==> config.mk <==
export PLATFORM = sky130hd
export DESIGN_NAME = sceg_exp
export DESIGN_NICKNAME = d
export VERILOG_FILES = /design/src/rtl/core/softmax_cross_entropy_grad_macros.svh /design/src/rtl/core/sceg_pkg.sv /design/src/rtl/core/sceg_exp.sv
export SDC_FILE = /design/constraint.sdc
export NUM_CORES = 2
export LEC_CHECK = 0
export BUFFER_PORTS_ARGS = -buffer_cell sky130_fd_sc_hd__buf_2
export CAP_MARGIN = 20
export CORE_MARGIN = 3
export CORE_UTILIZATION = 60
export DETAILED_ROUTE_END_ITERATION = 6
export GPL_ROUTABILITY_DRIVEN = 0
export PLACE_DENSITY = 0.8
export SYNTH_ARGS = -nofsm -noshare
export SYNTH_HDL_FRONTEND = slang
export SYNTH_SLANG_ARGS = --single-unit
==> constraint.sdc <==
create_clock -name i_clk -period 11 [get_ports i_clk]
set_input_delay 1.1 -clock i_clk [delete_from_list [all_inputs] [get_ports i_clk]]
set_output_delay 1.1 -clock i_clk [all_outputs]
set_load 0.005 [all_outputs]
==> src/rtl/core/softmax_cross_entropy_grad_macros.svh <==
// Assertion macros shared by the RTL of the softmax cross-entropy gradient block
`ifndef SOFTMAX_CROSS_ENTROPY_GRAD_MACROS_SVH
`define SOFTMAX_CROSS_ENTROPY_GRAD_MACROS_SVH
`ifndef SYNTHESIS
// same-cycle implication
`define SCEG_ASSERT_IMP(lbl, clk, rst_n, a, b) \
    lbl: assert property (@(posedge clk) disable iff (!rst_n) (a) |-> (b)) \
        else $error("sceg assertion failed");
// next-cycle implication
`define SCEG_ASSERT_NXT(lbl, clk, rst_n, a, b) \
    lbl: assert property (@(posedge clk) disable iff (!rst_n) (a) |=> (b)) \
        else $error("sceg assertion failed");
`else
`define SCEG_ASSERT_IMP(lbl, clk, rst_n, a, b)
`define SCEG_ASSERT_NXT(lbl, clk, rst_n, a, b)
`endif
`endif

==> src/rtl/core/sceg_pkg.sv <==
`default_nettype none
package sceg_pkg;

    localparam int LOGIT_W = 16;
    localparam int TGT_W   = 16;
    localparam int VAL_W   = 32;
    localparam int CFG_W   = 13;
    localparam int EXP_W   = 17;   // exp in Q0.16, up to 1.0
    localparam int DIVD_W  = 48;
    localparam int DIVS_W  = 32;

    typedef logic [1:0]       t_op;
    typedef logic [1:0]       t_kind;
    typedef logic [VAL_W-1:0] t_val;

    localparam t_op OP_LOAD  = 2'd0;
    localparam t_op OP_CLOSE = 2'd1;
    localparam t_op OP_GRAD  = 2'd2;
    localparam t_op OP_SEQ   = 2'd3;

    localparam t_kind KIND_ROW  = 2'd0;
    localparam t_kind KIND_GRAD = 2'd1;
    localparam t_kind KIND_MEAN = 2'd2;

    localparam logic [16:0] LOG2E_Q16 = 17'd94548;
    localparam logic [15:0] LN2_Q16   = 16'd45426;
    localparam logic [20:0] LN_BIAS   = 21'd726816;  // 16 * ln2 in Q16
    localparam logic [CFG_W-1:0] VOCAB_RST = 13'd4096;

    // Q30 factors 2^(-2^-j), each the floor square root of the one before
    typedef logic [16:0][30:0] t_pow_tab;

    function automatic t_pow_tab f_pow_tab();
        t_pow_tab    tab;
        logic [63:0] n;
        logic [63:0] res;
        logic [63:0] b;
        tab    = '0;
        tab[0] = 31'(64'd1 << 29);
        for (int j = 1; j <= 16; j++) begin
            n   = 64'(tab[j-1]) << 30;
            res = '0;
            b   = 64'd1 << 62;
            for (int s = 0; s < 32; s++) begin
                if (b > n) b = b >> 2;
            end
            for (int s = 0; s < 32; s++) begin
                if (b != 0) begin
                    if (n >= res + b) begin
                        n   = n - (res + b);
                        res = (res >> 1) + b;
                    end else begin
                        res = res >> 1;
                    end
                    b = b >> 2;
                end
            end
            tab[j] = 31'(res);
        end
        return tab;
    endfunction

    localparam t_pow_tab POW_TAB = f_pow_tab();

endpackage
`default_nettype wire

==> src/rtl/core/sceg_exp.sv <==
`default_nettype none
// exp(logit - max) in Q0.16, one Q30 factor per cycle
module sceg_exp (
    input  wire logic                                  i_clk,
    input  wire logic                                  i_rst_n,
    input  wire logic                                  i_start,
    input  wire logic signed [sceg_pkg::LOGIT_W-1:0]   i_logit,
    input  wire logic signed [sceg_pkg::LOGIT_W-1:0]   i_max,
    output logic                                       o_done,
    output logic [sceg_pkg::EXP_W-1:0]                 o_exp
);
    import sceg_pkg::*;

    logic              r_busy;
    logic              r_done;
    logic [4:0]        r_cnt;
    logic [22:0]       r_y;
    logic [30:0]       r_r;
    logic [EXP_W-1:0]  r_exp;

    logic signed [16:0] d;
    logic [15:0]        mag;
    logic [32:0]        y_full;
    logic [4:0]         bidx;
    logic               fbit;
    logic [61:0]        prod;
    logic [7:0]         sh;
    logic [EXP_W-1:0]   exp_val;

    // argument scaled by log2(e), positive part clamped to zero
    always_comb begin
        d      = {i_logit[LOGIT_W-1], i_logit} - {i_max[LOGIT_W-1], i_max};
        mag    = d[16] ? 16'(-d) : 16'd0;
        y_full = 33'(mag) * 33'(LOG2E_Q16);
        bidx   = 5'd16 - r_cnt;
        fbit   = r_y[bidx[3:0]];
        prod   = 62'(r_r) * 62'(POW_TAB[r_cnt]);
        sh     = 8'(r_y[22:16]) + 8'd14;
        exp_val = (sh >= 8'd63) ? '0 : EXP_W'(r_r >> sh);
    end

    always_ff @(posedge i_clk) begin
        if (!i_rst_n) begin
            r_busy <= 1'b0;
            r_done <= 1'b0;
            r_cnt  <= '0;
        end else begin
            r_done <= 1'b0;
            if (i_start) begin
                r_busy <= 1'b1;
                r_cnt  <= 5'd1;
                r_r    <= 31'h4000_0000;
                r_y    <= y_full[32:10];
            end else if (r_busy) begin
                if (r_cnt == 5'd17) begin
                    r_exp  <= exp_val;
                    r_done <= 1'b1;
                    r_busy <= 1'b0;
                end else begin
                    if (fbit) r_r <= prod[60:30];
                    r_cnt <= r_cnt + 5'd1;
                end
            end
        end
    end

    assign o_done = r_done;
    assign o_exp  = r_exp;
endmodule
`default_nettype wire

==> flow_summary_export.csv <==
group,metric,value,unit
detailed_routing,avgViaCountPerCell,5.71,
setup_path,critPathTopFamily,"adder cells",
detailed_routing,ant_nets,0,
placement,place_area,0.0406,mm^2
synthesis,synthesis.area,0.0394,mm^2
placement,hpwl,77500,um
sta,finalSetupViolCount,0,
die,die_area,0.0687,mm^2
clock_tree,clk_latency,0.36,ns
sta,rsz0062_at_grt,"no",
sta,tns,0,ns
placement,io_buffers,52,
global_routing,antenna_found_initial,6,
setup_path,cp_data_required_time,11.11,ns
placement,post-place-ws,0.952,ns
detailed_routing,vias,28900,
finish,final_cell_mix,"inv_1 (952), fa_1 (876), nand2_1 (468)",
setup_path,cp-start-kind,"register",
setup_path,critPathMaxStageDelay,0.98,ns
synthesis,yosysUniqueCellTypes,86,
finish,layout.nets,5536,
clock_tree,numClockSinks,78,
status,status,"complete, no violations",
die,die_h,262,um
finish,stdcell_area,0.0409,mm^2
global_routing,grt_pass1_wl,164000,um
sta,fin_skew,0.0132,ns
detailed_routing,drt-total-wl,98800,um
setup_path,worstRegToRegCells,28,
die,core,0.0647,mm^2
sta,hold_viol_final,0,
synthesis,yosys_warnings,0,
clock_tree,ctsResizeCount,0,
clock_tree,htreeDepth,3,
synthesis,syn_nets,5612,
run,max-cap-violations,0,
sta,slew_viol_final,0,
clock_tree,cts_made_buffers,9,
synthesis,syn_area_per_cell,9.22,um^2
synthesis,ys_seq_elements,78,
setup_path,reg2reg_to,"r_r[25]",
sta,timing.final.ws_setup,0.725,ns
worst_hold_path,worstHoldStart,"r_busy",
setup_path,crit_type,"register to register",
setup_path,cp_common_cell,"fa_1",
synthesis,yosysTopAreaCell,"fa_1",
worst_hold_path,hold_path.class,"register to register",
detailed_routing,route.detailed.drc,0,
clock_tree,cts_tree,"done",
setup_path,cp.arrival,10.38,ns
finish,fillers,5277,
clock_tree,hold_buffers,0,
global_routing,grt_use_total,30.4,%
setup_path,startpoint,"r_cnt[3]",
synthesis,synth_ff_type,"edfxtp_1",
synthesis,synth_edf_count,71,
synthesis,ys_async_sr_fraction,0,%
sta,period_share,93.4,%
die,die_w,262,um
clock_tree,cts_setup_buffers,0,
detailed_routing,firstDrtPassIters,6,
global_routing,grt_pass1_vias,31600,
finish,area_growth,3.94,%
setup_path,cp_max_fo,30,
setup_path,cp_num_cells,28,
clock_tree,clk_pin_slew_worst_paths,0.07,ns
setup_path,rrSetupSlack,0.73,ns
setup_path,crit_end,"r_r[25]",
synthesis,ys_top_cells_by_area,"fa_1 (45%), ha_1 (14%), inv_1 (9.1%)",
global_routing,overflow,0,
sta,layout_min_cycle_time,10.27,ns
detailed_routing,wl_per_cell,19.5,um
die,row_count,93,
synthesis,postSynthCellCount,4270,
finish,layout_commonest_cell,"inv_1",
sta,fmax,0.0973,GHz
sta,slew_headroom,16.6,%
clock_tree,root_buffer,"clkbuf_16",
setup_path,worstReg2RegStart,"r_cnt[3]",
synthesis,ys_seq_area_share,5.77,%
setup_path,setup.worst_path.end_class,"register",
clock_tree,clock_path_buffers,2,
die,ioPinCount,53,
setup_path,crit_slowest_cell,"dfxtp_1",
detailed_routing,drt-initial-drc-count,2251,
global_routing,grt_max_degree,43,
synthesis,synth_top_area_share,44.6,%
setup_path,cp.buffers_inverters,5,
die,initial_core_util,60.8,%
sta,worst_pin_slew,1.25,ns
finish,drive_above_1_share,4.88,%
[tightest hold or removal path: stages, from the launching register on]
cell and delay, ns:
dfxtp_1 0.34, inv_1 0.13, nor3_1 0.08
[cells in the mapped netlist, drive strengths merged, types with 9 or more instances]
master,instances
a21oi,98
xor2,29
buf,11
o21a,16
xnor2,48
mux2i,16
o21bai,15
nand4,19
a21o,46
a211o,9
edfxtp,71
o21ai,54
nand2,468
and2,410
nor2,135
inv,953
nand2b,10
mux4,9
clkbuf,211
fa,876
and3,11
nor3,41
nor2b,114
a211oi,21
a31oi,12
ha,431
nand3,24
[stage by stage]
step | cells | hold slack [ns] | utilization, %
6_report | 5056 | 0.594 | 63.2
5_1_grt | 5055 | 0.618 | 63.2
4_1_cts | 5054 | 0.577 | 63.2
3_5_place_dp | 5038 | 0.556 | 62.7
3_3_place_gp | 5038 | 0.544 | 62.7
2_1_floorplan | 4270 | 0.493 | -
[layout make-up]
class	instances	area (um^2)	area share, %
timing repair buffer	135	896	2.19
inverter	956	3590	8.77
clock inverter	2	15.0	0.0367
antenna	2	5.00	0.0122
clock buffer	14	318	0.777
tap	855	1070	2.61
multi-input combinational	3014	32700	80.0
sequential	78	2270	5.55
[routing by layer]
layer	part of all wire, %	GRT usage (%)	vias up
met5	0	0	-
met3	8.1	4.61	260
met1	39	39.9	14700
met4	5.0	12.6	0
met2	48	50.9	1196
li1	-	-	12700
[state kept, by name (all words and copies together) (netlist names)]
register and count:
r_r 31, r_y 23, o_exp 17, r_cnt 5, o_done 1, r_busy 1
[cell families after synthesis]
logic type	Yosys count	share of synthesized area, %
adders and majority gates	1307	58.3
and+or+nand+nor	1263	16.2
buffers and inverters	1178	11.3
AOI/OAI and AO/OA	337	5.69
DFF	78	5.77
xor gates and xnor gates	77	1.76
muxes	30	1.06
[worst min-delay path by stage]
stage,endpoint,depth (start not counted)
final,o_done,2
after global routing,o_done,2
after CTS,o_done,2
after detailed placement,o_done,2
after global placement,o_done,2
after floorplan,o_done,2
Power is not shown: default switching activity piles up to over one toggle a cycle in this logic, so the estimate is an artifact.
