`config.mk`:
```
export PLATFORM = sky130hd
export DESIGN_NAME = sceg_div
export DESIGN_NICKNAME = d
export VERILOG_FILES = /design/src/rtl/core/softmax_cross_entropy_grad_macros.svh /design/src/rtl/core/sceg_pkg.sv /design/src/rtl/core/sceg_div.sv
export SDC_FILE = /design/constraint.sdc
export NUM_CORES = 1
export LEC_CHECK = 0
export BUFFER_PORTS_ARGS = -buffer_cell sky130_fd_sc_hd__buf_2
export CORE_MARGIN = 1.5
export CORE_UTILIZATION = 52
export DETAILED_ROUTE_END_ITERATION = 6
export PLACE_DENSITY = 0.76
export RECOVER_POWER = 25
export SYNTH_ARGS = -nofsm -noshare
export SYNTH_HDL_FRONTEND = slang
export SYNTH_SLANG_ARGS = --single-unit
```
`constraint.sdc`:
```
create_clock -name i_clk -period 4.3 [get_ports i_clk]
set_input_delay 0.645 -clock i_clk [delete_from_list [all_inputs] [get_ports i_clk]]
set_output_delay 0.645 -clock i_clk [all_outputs]
set_load 0.01 [all_outputs]
```
`src/rtl/core/softmax_cross_entropy_grad_macros.svh`:
```
// Assertion macros shared by the RTL of the softmax cross-entropy gradient block
`ifndef SOFTMAX_CROSS_ENTROPY_GRAD_MACROS_SVH
`define SOFTMAX_CROSS_ENTROPY_GRAD_MACROS_SVH
`ifndef SYNTHESIS
// same-cycle implication
`define SCEG_ASSERT_IMP(lbl, clk, rst_n, a, b) \
    lbl: assert property (@(posedge clk) disable iff (!rst_n) (a) |-> (b)) \
        else $error("sceg assertion failed");
// next-cycle implication
`define SCEG_ASSERT_NXT(lbl, clk, rst_n, a, b) \
    lbl: assert property (@(posedge clk) disable iff (!rst_n) (a) |=> (b)) \
        else $error("sceg assertion failed");
`else
`define SCEG_ASSERT_IMP(lbl, clk, rst_n, a, b)
`define SCEG_ASSERT_NXT(lbl, clk, rst_n, a, b)
`endif
`endif

```
`src/rtl/core/sceg_pkg.sv`:
```
`default_nettype none
package sceg_pkg;

    localparam int LOGIT_W = 16;
    localparam int TGT_W   = 16;
    localparam int VAL_W   = 32;
    localparam int CFG_W   = 13;
    localparam int EXP_W   = 17;   // exp in Q0.16, up to 1.0
    localparam int DIVD_W  = 48;
    localparam int DIVS_W  = 32;

    typedef logic [1:0]       t_op;
    typedef logic [1:0]       t_kind;
    typedef logic [VAL_W-1:0] t_val;

    localparam t_op OP_LOAD  = 2'd0;
    localparam t_op OP_CLOSE = 2'd1;
    localparam t_op OP_GRAD  = 2'd2;
    localparam t_op OP_SEQ   = 2'd3;

    localparam t_kind KIND_ROW  = 2'd0;
    localparam t_kind KIND_GRAD = 2'd1;
    localparam t_kind KIND_MEAN = 2'd2;

    localparam logic [16:0] LOG2E_Q16 = 17'd94548;
    localparam logic [15:0] LN2_Q16   = 16'd45426;
    localparam logic [20:0] LN_BIAS   = 21'd726816;  // 16 * ln2 in Q16
    localparam logic [CFG_W-1:0] VOCAB_RST = 13'd4096;

    // Q30 factors 2^(-2^-j), each the floor square root of the one before
    typedef logic [16:0][30:0] t_pow_tab;

    function automatic t_pow_tab f_pow_tab();
        t_pow_tab    tab;
        logic [63:0] n;
        logic [63:0] res;
        logic [63:0] b;
        tab    = '0;
        tab[0] = 31'(64'd1 << 29);
        for (int j = 1; j <= 16; j++) begin
            n   = 64'(tab[j-1]) << 30;
            res = '0;
            b   = 64'd1 << 62;
            for (int s = 0; s < 32; s++) begin
                if (b > n) b = b >> 2;
            end
            for (int s = 0; s < 32; s++) begin
                if (b != 0) begin
                    if (n >= res + b) begin
                        n   = n - (res + b);
                        res = (res >> 1) + b;
                    end else begin
                        res = res >> 1;
                    end
                    b = b >> 2;
                end
            end
            tab[j] = 31'(res);
        end
        return tab;
    endfunction

    localparam t_pow_tab POW_TAB = f_pow_tab();

endpackage
`default_nettype wire

```
`src/rtl/core/sceg_div.sv`:
```
`default_nettype none
// unsigned restoring divider, one quotient bit per cycle
module sceg_div (
    input  wire logic                          i_clk,
    input  wire logic                          i_rst_n,
    input  wire logic                          i_start,
    input  wire logic [sceg_pkg::DIVD_W-1:0]   i_dividend,
    input  wire logic [sceg_pkg::DIVS_W-1:0]   i_divisor,
    output logic                               o_done,
    output logic [sceg_pkg::DIVD_W-1:0]        o_quo
);
    import sceg_pkg::*;

    logic              r_busy;
    logic              r_done;
    logic [5:0]        r_cnt;
    logic [DIVS_W:0]   r_rem;
    logic [DIVD_W-1:0] r_quo;
    logic [DIVS_W-1:0] r_dvs;

    logic [DIVS_W:0] trial;
    logic            fits;

    always_comb begin
        trial = {r_rem[DIVS_W-1:0], r_quo[DIVD_W-1]};
        fits  = trial >= {1'b0, r_dvs};
    end

    always_ff @(posedge i_clk) begin
        if (!i_rst_n) begin
            r_busy <= 1'b0;
            r_done <= 1'b0;
            r_cnt  <= '0;
        end else begin
            r_done <= 1'b0;
            if (i_start) begin
                r_busy <= 1'b1;
                r_cnt  <= '0;
                r_rem  <= '0;
                r_quo  <= i_dividend;
                r_dvs  <= i_divisor;
            end else if (r_busy) begin
                r_rem <= fits ? trial - {1'b0, r_dvs} : trial;
                r_quo <= {r_quo[DIVD_W-2:0], fits};
                r_cnt <= r_cnt + 6'd1;
                if (r_cnt == 6'(DIVD_W - 1)) begin
                    r_busy <= 1'b0;
                    r_done <= 1'b1;
                end
            end
        end
    end

    assign o_done = r_done;
    assign o_quo  = r_quo;
endmodule
`default_nettype wire

```
==> flow_summary.yaml <==
power:
  switching_share: 0.2855
  vdd_drop_max_mv: 0.3901
  cellLeakagePower_nw: 3.303
  p_seq_frac: 0.386
  p_int_mw: 2.679
  power.density_mw_per_mm2: 464.6
  switching_power_mw: 1.070
  clockPowerShare: 0.387
  power_frac_comb: 0.226
yosys:
  synth_edf_count: 112
  yosys_warnings: 0
  synth_area_leaders: "edfxtp_1 50%, mux2_2 7.9%, ha_1 6.1%"
  ys_types: 60
  syn_inst: 566
  ys_seq_elements: 120
  syn_avg_cell_area_um2: 11.88
  syn_nets: 683
  synth_common_cells: "112 x edfxtp_1, 47 x mux2_2, 43 x inv_1"
  synth_top_area_share: 0.5000
  ys_dominant_reg_cell: "edfxtp_1"
  synth.most_common_cell: "edfxtp_1"
  async_reset_ff_frac: 0
  synth_seq_area_share: 0.5238
  yosysTopAreaCell: "edfxtp_1"
  syn-cell-area_mm2: 0.006726
drt:
  num_vias: 4922
  drt-pass1-iter-count: 5
  viasPerCell: 5.587
  wl_um: 15300
  wl_per_cell_um: 17.37
  drt_iter0_drc: 244
  drc: 0
  ant_nets: 0
clock_tree:
  cts_root_buf: "clkbuf_16"
  path_clk_slew_ns: 0.06
  clock-sinks: 120
  cts_resized: 0
  clk_path_buf_depth: 2
  hold_buffers: 0
  clkLatencyLatePin_ns: 0.42
  htreeDepth: 4
  cts_tree: "yes"
  post_cts_buffers: 0
  numCtsBuffers: 17
worst_setup_path:
  cp_slowest_cell: "clkbuf_1"
  arrival_ns: 3.64
  r2r_slack_ns: 0.86
  cp.required_ns: 4.40
  path_class: "primary input to flip-flop"
  max_stage_delay_ns: 1.10
  crit_chain: "clkbuf_1 > clkbuf_1 > and2_1 > buf_4"
  crit_top_cell: "clkbuf_1"
  cp_max_fo: 27
  start_kind: "primary input"
  crit_family: "buffers and inverters"
  worstSetupEndpointType: "flip-flop"
  crit_buf_inv: 3
layout:
  nNetsFinal: 813
  seq_area_mm2: 0.003523
  stdcell_count: 881
  diodes: 0
  area_growth_pct: 19.98
  multi_input_area_mm2: 0.002905
  fillCellCount: 1011
  drive_gt1_frac: 0.2891
floorplan:
  initial_core_util: 0.5330
  rows: 41
  die_area_mm2: 0.01363
  core_mm2: 0.01262
  die_h_um: 116.7
  io_pins: 132
  die_x_um: 116.7
timing:
  fmax_mhz: 282.1
  period_needed_ns: 3.545
  rsz0062_at_grt: "no"
  setup_violations: 0
  final_hold_viol_count: 0
  fin_skew_ns: 0.009819
  slew_headroom: 0.06099
  finalCritPeriodShare: 0.8244
  setup_tns_ns: 0
  holdWs_ns: 0.3995
  tightest_slew_ns: 1.409
  drv_slew: 0
worst_hold_path:
  hp-class: "primary input to flip-flop"
global_routing:
  grt_pass1_vias: 4948
  antenna_found_initial: 0
  grt_pass1_wl_um: 24530
  overflow: 0
  grtUsageTotal: 0.2383
  grt_max_degree: 82
status:
  status: "complete, no violations"
placement:
  routabilityCongestion: 0.8851
  placed_cells: 849
  numPortBuffers: 131
  post-dp-hpwl_um: 10970
job:
  maxCapViolCount: 0
per-layer routing:
metal	track usage	vias up	part of all wire
met2	0.3828	188	0.48
met3	0.07888	24	0.074
met4	0.09558	0	0.020
li1	-	2359	-
met1	0.2988	2351	0.42
met5	0	-	0
placed cells by master (no fill, tap or decap), types with 5 or more instances in the layout:
cell type  netlist  layout
o21ai_1          5       5
nand4_1         11      11
nor2_1          39      39
dfxtp_1          8       8
edfxtp_1       112     112
o211ai_1         5       5
nor3_1           9       9
nand2_1         30      30
xnor2_1         15      15
buf_2            6     107
a21o_1          15      15
a21oi_1         35      35
ha_1            33      33
a22o_1           7       7
mux2_2          47      47
clkbuf_1        13      25
mux2i_1         19      19
xor2_1          14      14
clkbuf_16        0      17
nand3_1          5       5
o21ai_0         16      16
a211oi_1         6       6
inv_1           43      43
worst register-to-register path, stage by stage, from the launching register on:
cell       delay [ns]
edfxtp_1         0.40
ha_1             0.44
nand4_1          0.19
nor2_1           0.24
nand4_1          0.22
a2111oi_4        0.32
nor3_4           0.08
a31oi_4          0.63
buf_4            0.32
mux2i_1          0.24
nor2_1           0.06
layout make-up:
class / count / area share
clock buffer: 17 / 0.05271
sequential: 120 / 0.4366
multi-input combinational: 377 / 0.3600
inverter: 44 / 0.02047
timing repair buffer: 136 / 0.08171
clock inverter: 15 / 0.02186
tap: 172 / 0.02667
state kept, by name, indices dropped and copies added (netlist names):
name	count
r_rem	32
o_quo	48
r_busy	1
r_dvs	32
o_done	1
r_cnt	6
path summary, 6_finish.rpt:
path | startpoint | endpoint | depth (start not counted)
worst max register to register | r_rem[25]$_SDFFCE_PP0P_ | r_rem[8]$_SDFFCE_PP0P_ | 10
worst min-delay path | i_divisor[3] | r_dvs[3]$_DFFE_PP_ | 1
worst max-delay path | i_start | r_dvs[22]$_DFFE_PP_ | 4
worst min register to register | r_cnt[5]$_SDFFE_PP0P_ | r_cnt[5]$_SDFFE_PP0P_ | 2
power by group through the flow:
stage               logic (mW)  registers, mW  clock network [mW]
global placement         0.822           1.47                   0
finish                   0.849           1.45                1.45
CTS                      0.847           1.45                1.47
floorplan                0.637           1.47                   0
detailed placement       0.842           1.47                   0
global route             0.933           1.46                1.52
cells by family after synthesis:
group / after synthesis / share of synthesized area
AO/OA/AOI/OAI: 125 / 0.1326
adder cells (fa/ha/maj): 34 / 0.06436
flip-flops: 120 / 0.5238
buffers and inverters: 69 / 0.04539
AND/OR/NAND/NOR: 123 / 0.08910
XOR/XNOR: 29 / 0.03776
multiplexers: 66 / 0.1070
metrics by stage:
| stage | cell area (µm²) | utilization | power, mW | setup slack, ns |
|---|---|---|---|---|
| after floorplan | 6726 | - | 2.111 | 0.8334 |
| after global placement | 7502 | 0.5945 | 2.289 | 1.041 |
| after detailed placement | 7502 | 0.5945 | 2.312 | 0.9219 |
| after CTS | 8104 | 0.6422 | 3.765 | 0.9306 |
| after global routing | 8070 | 0.6395 | 3.912 | 0.5344 |
| final | 8070 | 0.6395 | 3.749 | 0.7552 |
No activity file was read; power rests on OpenSTA's default activity.
