[src/rtl/core/softmax_cross_entropy_grad_macros.svh]
// Assertion macros shared by the RTL of the softmax cross-entropy gradient block
`ifndef SOFTMAX_CROSS_ENTROPY_GRAD_MACROS_SVH
`define SOFTMAX_CROSS_ENTROPY_GRAD_MACROS_SVH
`ifndef SYNTHESIS
// same-cycle implication
`define SCEG_ASSERT_IMP(lbl, clk, rst_n, a, b) \
    lbl: assert property (@(posedge clk) disable iff (!rst_n) (a) |-> (b)) \
        else $error("sceg assertion failed");
// next-cycle implication
`define SCEG_ASSERT_NXT(lbl, clk, rst_n, a, b) \
    lbl: assert property (@(posedge clk) disable iff (!rst_n) (a) |=> (b)) \
        else $error("sceg assertion failed");
`else
`define SCEG_ASSERT_IMP(lbl, clk, rst_n, a, b)
`define SCEG_ASSERT_NXT(lbl, clk, rst_n, a, b)
`endif
`endif

[src/rtl/core/sceg_pkg.sv]
`default_nettype none
package sceg_pkg;

    localparam int LOGIT_W = 16;
    localparam int TGT_W   = 16;
    localparam int VAL_W   = 32;
    localparam int CFG_W   = 13;
    localparam int EXP_W   = 17;   // exp in Q0.16, up to 1.0
    localparam int DIVD_W  = 48;
    localparam int DIVS_W  = 32;

    typedef logic [1:0]       t_op;
    typedef logic [1:0]       t_kind;
    typedef logic [VAL_W-1:0] t_val;

    localparam t_op OP_LOAD  = 2'd0;
    localparam t_op OP_CLOSE = 2'd1;
    localparam t_op OP_GRAD  = 2'd2;
    localparam t_op OP_SEQ   = 2'd3;

    localparam t_kind KIND_ROW  = 2'd0;
    localparam t_kind KIND_GRAD = 2'd1;
    localparam t_kind KIND_MEAN = 2'd2;

    localparam logic [16:0] LOG2E_Q16 = 17'd94548;
    localparam logic [15:0] LN2_Q16   = 16'd45426;
    localparam logic [20:0] LN_BIAS   = 21'd726816;  // 16 * ln2 in Q16
    localparam logic [CFG_W-1:0] VOCAB_RST = 13'd4096;

    // Q30 factors 2^(-2^-j), each the floor square root of the one before
    typedef logic [16:0][30:0] t_pow_tab;

    function automatic t_pow_tab f_pow_tab();
        t_pow_tab    tab;
        logic [63:0] n;
        logic [63:0] res;
        logic [63:0] b;
        tab    = '0;
        tab[0] = 31'(64'd1 << 29);
        for (int j = 1; j <= 16; j++) begin
            n   = 64'(tab[j-1]) << 30;
            res = '0;
            b   = 64'd1 << 62;
            for (int s = 0; s < 32; s++) begin
                if (b > n) b = b >> 2;
            end
            for (int s = 0; s < 32; s++) begin
                if (b != 0) begin
                    if (n >= res + b) begin
                        n   = n - (res + b);
                        res = (res >> 1) + b;
                    end else begin
                        res = res >> 1;
                    end
                    b = b >> 2;
                end
            end
            tab[j] = 31'(res);
        end
        return tab;
    endfunction

    localparam t_pow_tab POW_TAB = f_pow_tab();

endpackage
`default_nettype wire

[src/rtl/core/sceg_ln.sv]
`default_nettype none
// ln(sum / 2^16) in Q16: normalize one bit a cycle, then 16 squarings
module sceg_ln (
    input  wire logic                        i_clk,
    input  wire logic                        i_rst_n,
    input  wire logic                        i_start,
    input  wire logic [31:0]                 i_sum,
    output logic                             o_done,
    output logic signed [sceg_pkg::VAL_W-1:0] o_ln
);
    import sceg_pkg::*;

    localparam logic [1:0] P_IDLE = 2'd0;
    localparam logic [1:0] P_NORM = 2'd1;
    localparam logic [1:0] P_SQ   = 2'd2;
    localparam logic [1:0] P_FIN  = 2'd3;

    logic [1:0]        r_phase;
    logic              r_done;
    logic [31:0]       r_s;
    logic [4:0]        r_k;
    logic [30:0]       r_m;
    logic [15:0]       r_frac;
    logic [3:0]        r_cnt;
    logic [VAL_W-1:0]  r_ln;

    logic [61:0] sq_full;
    logic [31:0] sq;
    logic [36:0] l2_prod;
    logic [VAL_W-1:0] ln_val;

    always_comb begin
        sq_full = 62'(r_m) * 62'(r_m);
        sq      = sq_full[61:30];
        l2_prod = 37'({r_k, r_frac}) * 37'(LN2_Q16);
        ln_val  = VAL_W'(l2_prod[36:16]) - VAL_W'(LN_BIAS);
    end

    always_ff @(posedge i_clk) begin
        if (!i_rst_n) begin
            r_phase <= P_IDLE;
            r_done  <= 1'b0;
        end else begin
            r_done <= 1'b0;
            unique case (r_phase)
                P_IDLE: begin
                    if (i_start) begin
                        r_s     <= i_sum;
                        r_k     <= 5'd31;
                        r_phase <= P_NORM;
                    end
                end
                // leading one to bit 31, mantissa in Q30
                P_NORM: begin
                    if (r_s[31]) begin
                        r_m     <= r_s[31:1];
                        r_frac  <= '0;
                        r_cnt   <= '0;
                        r_phase <= P_SQ;
                    end else begin
                        r_s <= r_s << 1;
                        r_k <= r_k - 5'd1;
                    end
                end
                P_SQ: begin
                    if (sq[31]) begin
                        r_m    <= sq[31:1];
                        r_frac <= {r_frac[14:0], 1'b1};
                    end else begin
                        r_m    <= sq[30:0];
                        r_frac <= {r_frac[14:0], 1'b0};
                    end
                    r_cnt <= r_cnt + 4'd1;
                    if (r_cnt == 4'd15) r_phase <= P_FIN;
                end
                P_FIN: begin
                    r_ln    <= ln_val;
                    r_done  <= 1'b1;
                    r_phase <= P_IDLE;
                end
                default: r_phase <= P_IDLE;
            endcase
        end
    end

    assign o_done = r_done;
    assign o_ln   = r_ln;
endmodule
`default_nettype wire

[config.mk]
export PLATFORM = sky130hd
export DESIGN_NAME = sceg_ln
export DESIGN_NICKNAME = d
export VERILOG_FILES = /design/src/rtl/core/softmax_cross_entropy_grad_macros.svh /design/src/rtl/core/sceg_pkg.sv /design/src/rtl/core/sceg_ln.sv
export SDC_FILE = /design/constraint.sdc
export NUM_CORES = 2
export LEC_CHECK = 0
export BUFFER_PORTS_ARGS = -buffer_cell sky130_fd_sc_hd__clkbuf_2
export CORE_MARGIN = 8
export CORE_UTILIZATION = 55
export DETAILED_ROUTE_END_ITERATION = 8
export GPL_TIMING_DRIVEN = 1
export PLACE_DENSITY = 0.84
export RECOVER_POWER = 50
export SLEW_MARGIN = 10
export SYNTH_ARGS = -nofsm -noshare
export SYNTH_HDL_FRONTEND = slang
export SYNTH_SLANG_ARGS = --single-unit
export TNS_END_PERCENT = 10
[constraint.sdc]
create_clock -name i_clk -period 8.1 [get_ports i_clk]
set_clock_uncertainty 0.1 [all_clocks]
set_input_delay 0.405 -clock i_clk [delete_from_list [all_inputs] [get_ports i_clk]]
set_output_delay 0.405 -clock i_clk [all_outputs]
set_load 0.005 [all_outputs]
==> results.md <==
- Hold EP: r_s[0]$_DFFE_PP_
- Initial Utilization: 55.6%
- Sink Count: 113
- Slew Limit Fails: 0
- Post-synth top cells: inv_1 (1132), fa_1 (850), ha_1 (410)
- Slew margin rel.: 30.6%
- Setup CP Type: reg -> reg
- Reg2Reg Depth: 26
- Post-synthesis cell area: 0.0374 mm^2
- Ys Warns: 0
- CTS Hold Buffers Added: 0
- Input/output buffers: 67
- Syn Nets: 5167
- Avg Vias per Cell: 5.60
- Post-synth EDFFs: 110
- DIE AREA: 0.0765 mm^2
- Worst-Skew Late Latency: 0.43 ns
- Detailed Route Iter0 Violations: 2033
- RR Endpoint: r_m[8]$_DFFE_PP_
- Post-synthesis sequential area ratio: 9.00%
- R2r setup slk: -0.17 ns
- Final Core Density: 61.9%
- Syn avg cell area: 9.65 um^2
- Die width: 277 um
- Synth-to-layout area growth: 11.4%
- Cell family contributing the most delay on the critical path: adder cells
- Critical R2R Launch: r_m[11]$_DFFE_PP_
- Initial antenna violation count: 0
- Post-synth top flop: edfxtp_1
- Final Setup Violations: 28
- Routed vias: 27600
- Final Instance Area: 0.0416 mm^2
- Placed Area: 0.0399 mm^2
- Total GRT Usage: 25.2%
- Vias in the first global route: 31000
- CTS tree: yes
- GP Congestion: 0.938
- Worst setup margin: -0.170 ns
- Fin. Hold Viols: 0
- Synth unique cells: 80
- DP Worst Slack: -0.353 ns
- CP max FO: 8
- Synth area leader: fa_1
- Crit end category: flop
- Req. time, crit path: 8.21 ns
- Count leader, synth: inv_1
- Fmax: 0.121 GHz
- Die Y: 277 um
- Status: complete, but fails checks
- Most frequent CP cell: fa_1
- Hold wc startpoint: i_sum[0]
- Tcrit/Tclk final: 102%
- Worst-case clock buffer depth: 2
- Reg clk slew, reported paths: 0.06 ns
- # diodes: 0
- Synth top area cells: fa_1 (46%), ha_1 (14%), inv_1 (11%), edfxtp_1 (8.8%), and2_1 (3.5%)
- Share of cells above drive strength 1: 11.1%
- Core ar.: 0.0673 mm^2
- CP Launch Type: flop
- Final HPWL DP: 76700 um
- Ys async rst share: 0%
- Worst EP arrival: 8.38 ns
- CP max-delay cell: fa_1
- First drt pass iteration count: 6
- Rows: 95
- Largest stage delay, worst path: 0.61 ns
- DRC violations left: 0
- Largest net degree at the start of global routing: 83
- Failing checks: setup timing
- HP Class: in -> reg
- Max-Cap Viols: 0
- Hold Crit Depth: 2
- Final WL: 96100 um
- Final nets: 5339
- Post-DR wirelength/cell: 19.5 um
- Worst slew pin tran: 1.04 ns
- Synth top area share: 45.5%
- First-pass GRT wire length: 156000 um
- Yosys reg bits: 113
- CTS root buf: clkbuf_16
- Num CTS Buffers: 17
- Gr ovfl total: 0
- RSZ-0062 raised after global routing: yes
- Tmin final: 8.27 ns
- Worst Path Buf+Inv: 6
- Post-DRT Antenna Nets: 0
- Post-Synthesis Cells: 3872
- IO Count: 68
- H-tree level count: 4
==> repair_timing <==
item,CTS,global route
setup endpoints to repair,30,32
buffers inserted,27,13
hold endpoints to repair,0,0
gates cloned,4,1
gates resized for setup,105,53
pin swaps,80,44
==> how the worst max path moves through the flow <==
stage / to / slack, ns / startpoint / depth (start not counted)
2_1_floorplan: r_m[27]$_DFFE_PP_ / 0.24 / r_m[12]$_DFFE_PP_ / 27
3_3_place_gp: r_m[8]$_DFFE_PP_ / -0.26 / r_m[14]$_DFFE_PP_ / 27
3_5_place_dp: r_m[8]$_DFFE_PP_ / -0.35 / r_m[14]$_DFFE_PP_ / 26
4_1_cts: r_m[14]$_DFFE_PP_ / -0.02 / r_m[10]$_DFFE_PP_ / 29
5_1_grt: r_m[14]$_DFFE_PP_ / -0.40 / r_m[8]$_DFFE_PP_ / 30
6_report: r_m[8]$_DFFE_PP_ / -0.17 / r_m[11]$_DFFE_PP_ / 26
==> kinds of logic (layout without fill, tap and decap cells) <==
kind of cell,Yosys count,count (layout),share of synthesized area (%)
buf+inv,1271,1456,12.9
simple gates,762,762,9.80
other cells,1,1,0.0100
xor+xnor,85,85,2.01
mux,38,38,1.03
flops,113,113,9.00
fa+ha+maj,1260,1260,59.3
compound gates,342,342,6.02
==> cells in the final DEF, fill, tap and decap left out, types with 13 or more instances in the layout <==
master	instances
inv_1	1122
fa_1	833
ha_1	394
nand2_1	333
and2_1	199
buf_4	178
edfxtp_1	110
a21oi_1	102
nor2_1	93
o21ai_0	59
xnor2_1	46
clkbuf_2	44
a21o_1	39
xor2_1	36
mux2i_1	31
buf_12	27
clkbuf_1	25
nand3_1	24
clkbuf_16	18
a21oi_2	17
fa_2	17
nor2b_1	15
ha_4	15
a31oi_1	13
nor3_1	13
buf_6	13
==> through the flow <==
step | hold slack (ns) | TNS, ns | instances
detailed placement | 0.428 | -6.84 | 4855
global route | 0.200 | -9.13 | 4930
floorplan | 0.396 | 0 | 3872
global placement | 0.407 | -4.25 | 4855
CTS | 0.184 | -0.0371 | 4917
finish | 0.185 | -2.33 | 4930
==> routing by layer <==
layer / up-vias / share of wire [%] / wire length [um] / track usage (%)
met5: - / 0 / 0 / 0
met4: 0 / 6.4 / 6100 / 13.2
met3: 433 / 8.6 / 8300 / 4.88
met2: 1410 / 50 / 47900 / 43.8
met1: 13900 / 35 / 33700 / 29.4
li1: 11900 / - / - / -
==> flip-flops by register name (all words and copies together), names as in the netlist <==
register / flops
o_ln: 22
r_m: 31
r_frac: 16
r_phase: 2
r_k: 5
o_done: 1
r_s: 32
r_cnt: 4
==> cell type report <==
type                    count  area, um^2
repair buffers            291        2480
clock buffers              19         433
inverters                1133        4270
flip-flops and latches    113        3360
well taps                 873        1090
clock inverters            13         161
fillers                  4996       25600
multi-input cells        2488       29800
Power is not shown: default switching activity piles up to over one toggle a cycle in this logic, so the estimate is an artifact.
